==> src/sv/fcf_pkg.sv <==
// Shared constants and helper functions for the fast float32 cosine unit.
`timescale 1ns / 1ps
package fcf_pkg;

  localparam logic [31:0] SignBit    = 32'h8000_0000;
  localparam logic [31:0] InfBits    = 32'h7F80_0000;
  localparam logic [31:0] QuietBit   = 32'h0040_0000;
  localparam logic [31:0] DefaultNan = 32'h7FC0_0000;
  localparam logic [31:0] PiHi       = 32'h4049_0FDB;
  localparam logic [31:0] PiLo       = 32'hB3BB_BD2E;
  localparam logic [31:0] InvPi      = 32'h3EA2_F983;
  localparam logic [31:0] Coef0      = 32'hBE2A_2982;
  localparam logic [31:0] Coef1      = 32'h3BFB_98C3;
  localparam logic [31:0] RangeLimit = 32'h4700_0000;
  localparam logic [31:0] HalfBits   = 32'h3F00_0000;
  localparam logic [31:0] MHalfBits  = 32'hBF00_0000;
  localparam logic [31:0] OneBits    = 32'h3F80_0000;
  localparam logic [31:0] MZeroBits  = 32'h8000_0000;
  localparam logic [31:0] SatBits    = 32'h4F00_0000;

  // valid stages ahead of the output register
  localparam int unsigned PipeDepth = 36;

  function automatic logic is_nan(input logic [31:0] v);
    return v[30:0] > InfBits[30:0];
  endfunction

  // Index of the highest set bit, zero for an all-zero word.
  function automatic logic [5:0] msb64(input logic [63:0] v);
    logic [5:0] p;
    p = '0;
    for (int i = 0; i < 64; i++) begin
      if (v[i]) p = 6'(i);
    end
    return p;
  endfunction

  // Round to integral, ties away from zero.
  function automatic logic [31:0] round_away(input logic [31:0] v);
    logic [31:0] ax;
    logic [7:0]  be;
    logic [4:0]  k;
    ax = {1'b0, v[30:0]};
    be = ax[30:23];
    k  = 5'(8'd150 - be);
    if (is_nan(v)) return v | QuietBit;
    if (be >= 8'd150) return v;
    if (be < 8'd126) return {v[31], 31'b0};
    if (be == 8'd126) return {v[31], OneBits[30:0]};
    ax = ax + (32'd1 << (k - 5'd1));
    ax = ax & ~((32'd1 << k) - 32'd1);
    return {v[31], ax[30:0]};
  endfunction

  // Parity of the saturating int32 conversion, placed at bit 31.
  function automatic logic [31:0] odd_mask(input logic [31:0] n);
    logic [7:0]  be;
    logic [23:0] m;
    logic [4:0]  sh;
    be = n[30:23];
    m  = {1'b1, n[22:0]};
    sh = 5'(8'd150 - be);
    if (is_nan(n)) return '0;
    if ({1'b0, n[30:0]} >= SatBits) return n[31] ? 32'd0 : SignBit;
    if (be < 8'd127 || be > 8'd150) return '0;
    return {((m >> sh) & 24'd1) != 24'd0, 31'b0};
  endfunction

endpackage

==> src/sv/fcf_fma.sv <==
// Five-stage pipelined float32 fused multiply-add, round to nearest even.
`timescale 1ns / 1ps
module fcf_fma (
  input  logic        clk_i,
  input  logic        en_i,
  input  logic [31:0] a_i,
  input  logic [31:0] b_i,
  input  logic [31:0] c_i,
  output logic [31:0] z_o
);

  typedef struct packed {
    logic        hit;
    logic [31:0] val;
  } spec_t;

  // stage 1: specials, unpack, multiply
  logic        sp, sc;
  logic [30:0] aa, ab, ac;
  spec_t       s1_spec_d;
  logic [23:0] ma, mb, mc;
  logic signed [11:0] ea, eb, ec;

  assign sp = a_i[31] ^ b_i[31];
  assign sc = c_i[31];
  assign aa = a_i[30:0];
  assign ab = b_i[30:0];
  assign ac = c_i[30:0];

  always_comb begin
    s1_spec_d.hit = 1'b1;
    s1_spec_d.val = '0;
    if (fcf_pkg::is_nan(c_i) && !c_i[22]) begin
      s1_spec_d.val = c_i | fcf_pkg::QuietBit;
    end else if (fcf_pkg::is_nan(a_i) && !a_i[22]) begin
      s1_spec_d.val = a_i | fcf_pkg::QuietBit;
    end else if (fcf_pkg::is_nan(b_i) && !b_i[22]) begin
      s1_spec_d.val = b_i | fcf_pkg::QuietBit;
    end else if (fcf_pkg::is_nan(c_i)) begin
      s1_spec_d.val = c_i;
    end else if (fcf_pkg::is_nan(a_i)) begin
      s1_spec_d.val = a_i;
    end else if (fcf_pkg::is_nan(b_i)) begin
      s1_spec_d.val = b_i;
    end else if ((aa == fcf_pkg::InfBits[30:0] && ab == '0) ||
                 (ab == fcf_pkg::InfBits[30:0] && aa == '0)) begin
      s1_spec_d.val = fcf_pkg::DefaultNan;
    end else if (aa == fcf_pkg::InfBits[30:0] || ab == fcf_pkg::InfBits[30:0]) begin
      s1_spec_d.val = (ac == fcf_pkg::InfBits[30:0] && sc != sp) ?
                      fcf_pkg::DefaultNan : {sp, fcf_pkg::InfBits[30:0]};
    end else if (ac == fcf_pkg::InfBits[30:0]) begin
      s1_spec_d.val = c_i;
    end else if ((aa == '0 || ab == '0) && ac == '0) begin
      s1_spec_d.val = (sp == sc) ? {sp, 31'b0} : 32'd0;
    end else begin
      s1_spec_d.hit = 1'b0;
    end
  end

  assign ma = {a_i[30:23] != 8'd0, a_i[22:0]};
  assign mb = {b_i[30:23] != 8'd0, b_i[22:0]};
  assign mc = {c_i[30:23] != 8'd0, c_i[22:0]};
  assign ea = (a_i[30:23] == 8'd0) ? -12'sd149 : $signed({4'b0, a_i[30:23]}) - 12'sd150;
  assign eb = (b_i[30:23] == 8'd0) ? -12'sd149 : $signed({4'b0, b_i[30:23]}) - 12'sd150;
  assign ec = (c_i[30:23] == 8'd0) ? -12'sd149 : $signed({4'b0, c_i[30:23]}) - 12'sd150;

  spec_t              s1_spec_q;
  logic [47:0]        s1_mp_q;
  logic signed [11:0] s1_ep_q, s1_ec_q;
  logic [23:0]        s1_mc_q;
  logic               s1_sp_q, s1_sc_q;

  always_ff @(posedge clk_i) begin
    if (en_i) begin
      s1_spec_q <= s1_spec_d;
      s1_mp_q   <= ma * mb;
      s1_ep_q   <= ea + eb;
      s1_mc_q   <= mc;
      s1_ec_q   <= ec;
      s1_sp_q   <= sp;
      s1_sc_q   <= sc;
    end
  end

  // stage 2: normalize both terms to bit 61, order by magnitude
  logic [5:0]         pp, pc;
  logic [63:0]        mpn, mcn;
  logic signed [11:0] epn, ecn;
  logic               pz, cz, prod_big;
  logic [63:0]        s2_big_d, s2_small_d;
  logic signed [11:0] s2_ebig_d, s2_d_d;

  assign pp  = fcf_pkg::msb64({16'b0, s1_mp_q});
  assign pc  = fcf_pkg::msb64({40'b0, s1_mc_q});
  assign mpn = {16'b0, s1_mp_q} << (6'd61 - pp);
  assign mcn = {40'b0, s1_mc_q} << (6'd61 - pc);
  assign epn = s1_ep_q - $signed({6'b0, 6'd61 - pp});
  assign ecn = s1_ec_q - $signed({6'b0, 6'd61 - pc});
  assign pz  = s1_mp_q == '0;
  assign cz  = s1_mc_q == '0;
  assign prod_big = cz || (!pz && (epn > ecn || (epn == ecn && mpn >= mcn)));

  always_comb begin
    if (prod_big) begin
      s2_big_d   = mpn;
      s2_ebig_d  = epn;
      s2_small_d = cz ? 64'd0 : mcn;
      s2_d_d     = cz ? 12'sd0 : epn - ecn;
    end else begin
      s2_big_d   = mcn;
      s2_ebig_d  = ecn;
      s2_small_d = pz ? 64'd0 : mpn;
      s2_d_d     = pz ? 12'sd0 : ecn - epn;
    end
  end

  spec_t              s2_spec_q;
  logic [63:0]        s2_big_q, s2_small_q;
  logic signed [11:0] s2_ebig_q, s2_d_q;
  logic               s2_sbig_q, s2_sub_q;

  always_ff @(posedge clk_i) begin
    if (en_i) begin
      s2_spec_q  <= s1_spec_q;
      s2_big_q   <= s2_big_d;
      s2_small_q <= s2_small_d;
      s2_ebig_q  <= s2_ebig_d;
      s2_d_q     <= s2_d_d;
      s2_sbig_q  <= prod_big ? s1_sp_q : s1_sc_q;
      s2_sub_q   <= s1_sp_q != s1_sc_q;
    end
  end

  // stage 3: align with sticky, add or subtract
  logic [63:0] small_al, lost;

  always_comb begin
    lost = s2_small_q & ((64'd1 << s2_d_q[5:0]) - 64'd1);
    if (s2_d_q >= 12'sd63) begin
      small_al = {63'b0, s2_small_q != '0};
    end else begin
      small_al = (s2_small_q >> s2_d_q[5:0]) | {63'b0, lost != '0};
    end
  end

  spec_t              s3_spec_q;
  logic [63:0]        s3_sum_q;
  logic signed [11:0] s3_ebig_q;
  logic               s3_sbig_q;

  always_ff @(posedge clk_i) begin
    if (en_i) begin
      s3_spec_q <= s2_spec_q;
      s3_sum_q  <= s2_sub_q ? s2_big_q - small_al : s2_big_q + small_al;
      s3_ebig_q <= s2_ebig_q;
      s3_sbig_q <= s2_sbig_q;
    end
  end

  // stage 4: normalize sum to bit 62, pick the rounding position
  logic [5:0]         ps;
  logic signed [11:0] e4, qt, q4, sh4;

  assign ps  = fcf_pkg::msb64(s3_sum_q);
  assign e4  = s3_ebig_q - $signed({6'b0, 6'd62 - ps});
  assign qt  = e4 + 12'sd39;
  assign q4  = (qt < -12'sd149) ? -12'sd149 : qt;
  assign sh4 = q4 - e4;

  spec_t              s4_spec_q;
  logic [63:0]        s4_sig_q;
  logic signed [11:0] s4_q_q;
  logic [5:0]         s4_sh_q;
  logic               s4_shbig_q, s4_zero_q, s4_sign_q;

  always_ff @(posedge clk_i) begin
    if (en_i) begin
      s4_spec_q  <= s3_spec_q;
      s4_sig_q   <= s3_sum_q << (6'd62 - ps);
      s4_q_q     <= q4;
      s4_sh_q    <= sh4[5:0];
      s4_shbig_q <= sh4 >= 12'sd64;
      s4_zero_q  <= s3_sum_q == '0;
      s4_sign_q  <= s3_sbig_q;
    end
  end

  // stage 5: round and pack
  logic [63:0]        shifted;
  logic               rbit, sticky;
  logic [24:0]        mant;
  logic signed [11:0] biased;
  logic [39:0]        packed_b;
  logic [31:0]        z_d;

  always_comb begin
    shifted = s4_sig_q >> s4_sh_q;
    rbit    = s4_sig_q[s4_sh_q - 6'd1];
    sticky  = (s4_sig_q & ((64'd1 << (s4_sh_q - 6'd1)) - 64'd1)) != '0;
    if (s4_shbig_q) begin
      mant = '0;
    end else begin
      mant = shifted[24:0] + {24'b0, rbit && (sticky || shifted[0])};
    end
    biased   = s4_q_q + 12'sd149;
    packed_b = ({28'b0, biased[11:0]} << 23) + {15'b0, mant};
    if (s4_spec_q.hit) begin
      z_d = s4_spec_q.val;
    end else if (s4_zero_q) begin
      z_d = '0;
    end else if (biased > 12'sd254 || packed_b >= {8'b0, fcf_pkg::InfBits}) begin
      z_d = {s4_sign_q, fcf_pkg::InfBits[30:0]};
    end else begin
      z_d = {s4_sign_q, packed_b[30:0]};
    end
  end

  always_ff @(posedge clk_i) begin
    if (en_i) begin
      z_o <= z_d;
    end
  end

endmodule

==> config.mk <==
export PLATFORM = sky130hd
export DESIGN_NAME = fcf_fma
export DESIGN_NICKNAME = d
export VERILOG_FILES = /design/src/sv/fcf_pkg.sv /design/src/sv/fcf_fma.sv
export SDC_FILE = /design/constraint.sdc
export NUM_CORES = 2
export LEC_CHECK = 0
export ABC_CLOCK_PERIOD_IN_PS = 9900
export BUFFER_PORTS_ARGS = -buffer_cell sky130_fd_sc_hd__buf_2
export CAP_MARGIN = 20
export CORE_MARGIN = 4
export CORE_UTILIZATION = 60
export CTS_CLUSTER_DIAMETER = 150
export CTS_CLUSTER_SIZE = 10
export DETAILED_ROUTE_END_ITERATION = 12
export PLACE_DENSITY = 0.8
export SETUP_SLACK_MARGIN = 0.02
export SYNTH_ARGS = -nofsm -noshare
export SYNTH_HDL_FRONTEND = slang
export SYNTH_SLANG_ARGS = --single-unit
==> constraint.sdc <==
create_clock -name clk_i -period 9.9 [get_ports clk_i]
set_clock_uncertainty 0.1 [all_clocks]
set_input_delay 1.98 -clock clk_i [delete_from_list [all_inputs] [get_ports clk_i]]
set_output_delay 1.98 -clock clk_i [all_outputs]
set_load 0.01 [all_outputs]
==> flow_metrics.tcl <==
set metrics [dict create \
    status "complete, no violations" \
    insertion_delay_ns 0.66 \
    dieArea_sq_um 125000 \
    clkSlewWorstSetupHoldPaths_ns 0.06 \
    cpMostUsedCell "fa_1" \
    synth_top_flop_cell "edfxtp_1" \
    cts_resized 0 \
    timing.hold.ws_ns 0.300 \
    cts_made_buffers 70 \
    hpwlAfterDp_mm 197 \
    crit_path_max_fanout 2 \
    ys_ff_latch 575 \
    hold_depth 0 \
    finalHoldViolCount 0 \
    grt_use_total_pct 39.4 \
    cap_viol_max_count 0 \
    place_congestion 1.02 \
    clock-sinks 575 \
    fmax_mhz 105 \
    nNetsFinal 8801 \
    avgSynthCellArea_sq_um 9.27 \
    layout_commonest_cell "nand2_1" \
    multiInputGateArea_sq_um 49900 \
    crit_path_end_kind "flip-flop" \
    post_cts_buffers 0 \
    htreeDepth 3 \
    grt_pass1_vias 61500 \
    drive_gt1_share_pct 12.6 \
    rows 126 \
    place_ws_ns -0.395 \
    ff2ff_path_depth 36 \
    worstPathArrival_ns 9.79 \
    slowest_delay_ns 0.55 \
    cts_tree "done" \
    finalSetupViolCount 0 \
    post-route-drc-count 0 \
    fin_crit_ns 9.50 \
    syn-cell-area_sq_um 71600 \
    synthCells 7728 \
    synth-edff-count 575 \
    grt_pass1_wl_mm 378 \
    cts-hold-fix-buffers 0 \
    fin_ws_ns 0.399 \
    yosysWarnings 0 \
    cts-root-buf "clkbuf_16" \
    final_cell_mix "nand2_1 (866), inv_1 (693), edfxtp_1 (575)" \
    rsz0062_at_grt "no" \
    critPathLaunchType "input port" \
    ys_seq_area_share_pct 24.1 \
    area_delta_synth_final_pct 7.98 \
    clockBufferDepth 3 \
    grt_max_degree 203 \
    antenna_found_initial 18 \
    wl_per_cell_microns 26.9 \
    wirelength_mm 252 \
    antenna_left 0 \
    drt-vias-per-instance 6.79 \
    worst_pin_slew_ns 1.17 \
    period_share_pct 96.0 \
    hp-class "flip-flop to flip-flop" \
    first_pass_iters 9 \
    coreArea_sq_um 118000 \
    grt-ovfl-total 0 \
    final_max_slew_viol_count 0 \
    finalSetupTns_ns 0 \
    io_buffers 129 \
    initial_core_util_pct 60.6 \
    nFillCells 9586 \
    max_slew_margin_pct 22.3 \
    die_w_microns 353 \
    first_iter_violations 8655 \
    instances_no_fill 9388 \
    cp.required_ns 10.19 \
    vias 63800 \
    crit_path_top_delay_cell "fa_1" \
    synth_cell_type_count 118 \
    crit_type "input port to flip-flop" \
    dieHeight_microns 353 \
    async_flop_share_pct 0 \
    dp_cells 9293 \
    ioPinCount 130 \
    seq_area_sq_um 17300 \
]
## routing by layer
layer	GRT usage [%]	share of wire, %
met2	61.0	44
met3	11.0	13
met1	52.4	38
met5	0	0.011
met4	16.2	5.2
## kinds of logic after synthesis
group / Yosys count / share of synthesized area [%]
other: 2 / 0.0105
xor gates and xnor gates: 282 / 3.45
adders and majority gates: 874 / 20.4
and+or+nand+nor: 2401 / 15.9
DFF: 575 / 24.1
buffers and inverters: 1203 / 6.63
AOI/OAI and AO/OA: 1645 / 15.1
muxes: 746 / 14.4
## flip-flops by register name, summed over array words and instances, names as in the netlist, 9 cells and up
| name | cells |
|---|---|
| s1_spec_q | 33 |
| z_o | 32 |
| s2_spec_q | 33 |
| s4_spec_q | 33 |
| s3_sum_q | 64 |
| s4_sig_q | 64 |
| s2_ebig_q | 12 |
| s3_ebig_q | 12 |
| s2_big_q | 64 |
| s2_d_q | 12 |
| s1_mc_q | 24 |
| s2_small_q | 64 |
| s1_ec_q | 9 |
| s3_spec_q | 33 |
| s1_mp_q | 48 |
| s1_ep_q | 12 |
| s4_q_q | 12 |
## critical path: cells and delay by family
family / cells / cell delay (ns)
fa+ha+maj: 8 / 3.83
compound gates: 10 / 2.09
simple gates: 6 / 1.16
buf+inv: 5 / 0.58
xor+xnor: 1 / 0.12
## final cells by class
cell class	count	area share, %
Tap cell	1536	2.49
Sequential cell	575	22.3
Antenna cell	9	0.0291
Inverter	707	3.43
Clock buffer	74	2.37
Timing Repair Buffer	490	4.59
Clock inverter	10	0.227
Multi-Input combinational cell	5987	64.5
## cell usage after synthesis, drive strengths merged, types with 17 or more instances
cell type | instances | area (sq um)
nand2b | 72 | 450
or3 | 25 | 161
edfxtp | 575 | 17300
mux2 | 102 | 1150
nor2 | 560 | 2100
buf | 126 | 703
o22ai | 73 | 457
nand2 | 868 | 3260
o22a | 23 | 201
o221ai | 26 | 228
a21oi | 441 | 2210
o21ai | 336 | 1690
a221oi | 25 | 219
o31ai | 42 | 315
xor2 | 100 | 876
or2 | 41 | 259
nand3 | 115 | 576
a31oi | 49 | 307
or4 | 19 | 143
ha | 382 | 4780
and3 | 56 | 350
fa | 490 | 9810
inv | 701 | 2630
o211ai | 36 | 275
o21a | 55 | 413
nor3 | 129 | 666
nor4 | 99 | 668
clkbuf | 370 | 1390
mux4 | 214 | 4850
mux2i | 430 | 4300
a22o | 41 | 359
a22oi | 56 | 420
nand4 | 56 | 350
and2 | 241 | 1510
a211oi | 53 | 408
a2111oi | 19 | 174
a21o | 121 | 908
o21bai | 41 | 308
xnor2 | 182 | 1590
o31a | 17 | 149
nor2b | 64 | 400
## path summary, 6_finish.rpt
| kind | from | end | slack (ns) |
|---|---|---|---|
| hold reg to reg | s3_spec_q[0] | s4_spec_q[0] | 0.30 |
| setup / recovery | a_i[23] | s1_mp_q[47] | 0.40 |
| setup reg to reg | s1_mp_q[3] | s2_d_q[11] | 0.58 |
| hold / removal | s3_spec_q[0] | s4_spec_q[0] | 0.30 |
## metrics by stage
step                instance area (sq um)  utilization [%]
global placement                    75200             63.6
floorplan                           71800                -
finish                              77300             65.4
detailed placement                  75200             63.6
CTS                                 77200             65.3
global route                        77300             65.4
Power is not shown: default switching activity piles up to over one toggle a cycle in this logic, so the estimate is an artifact.
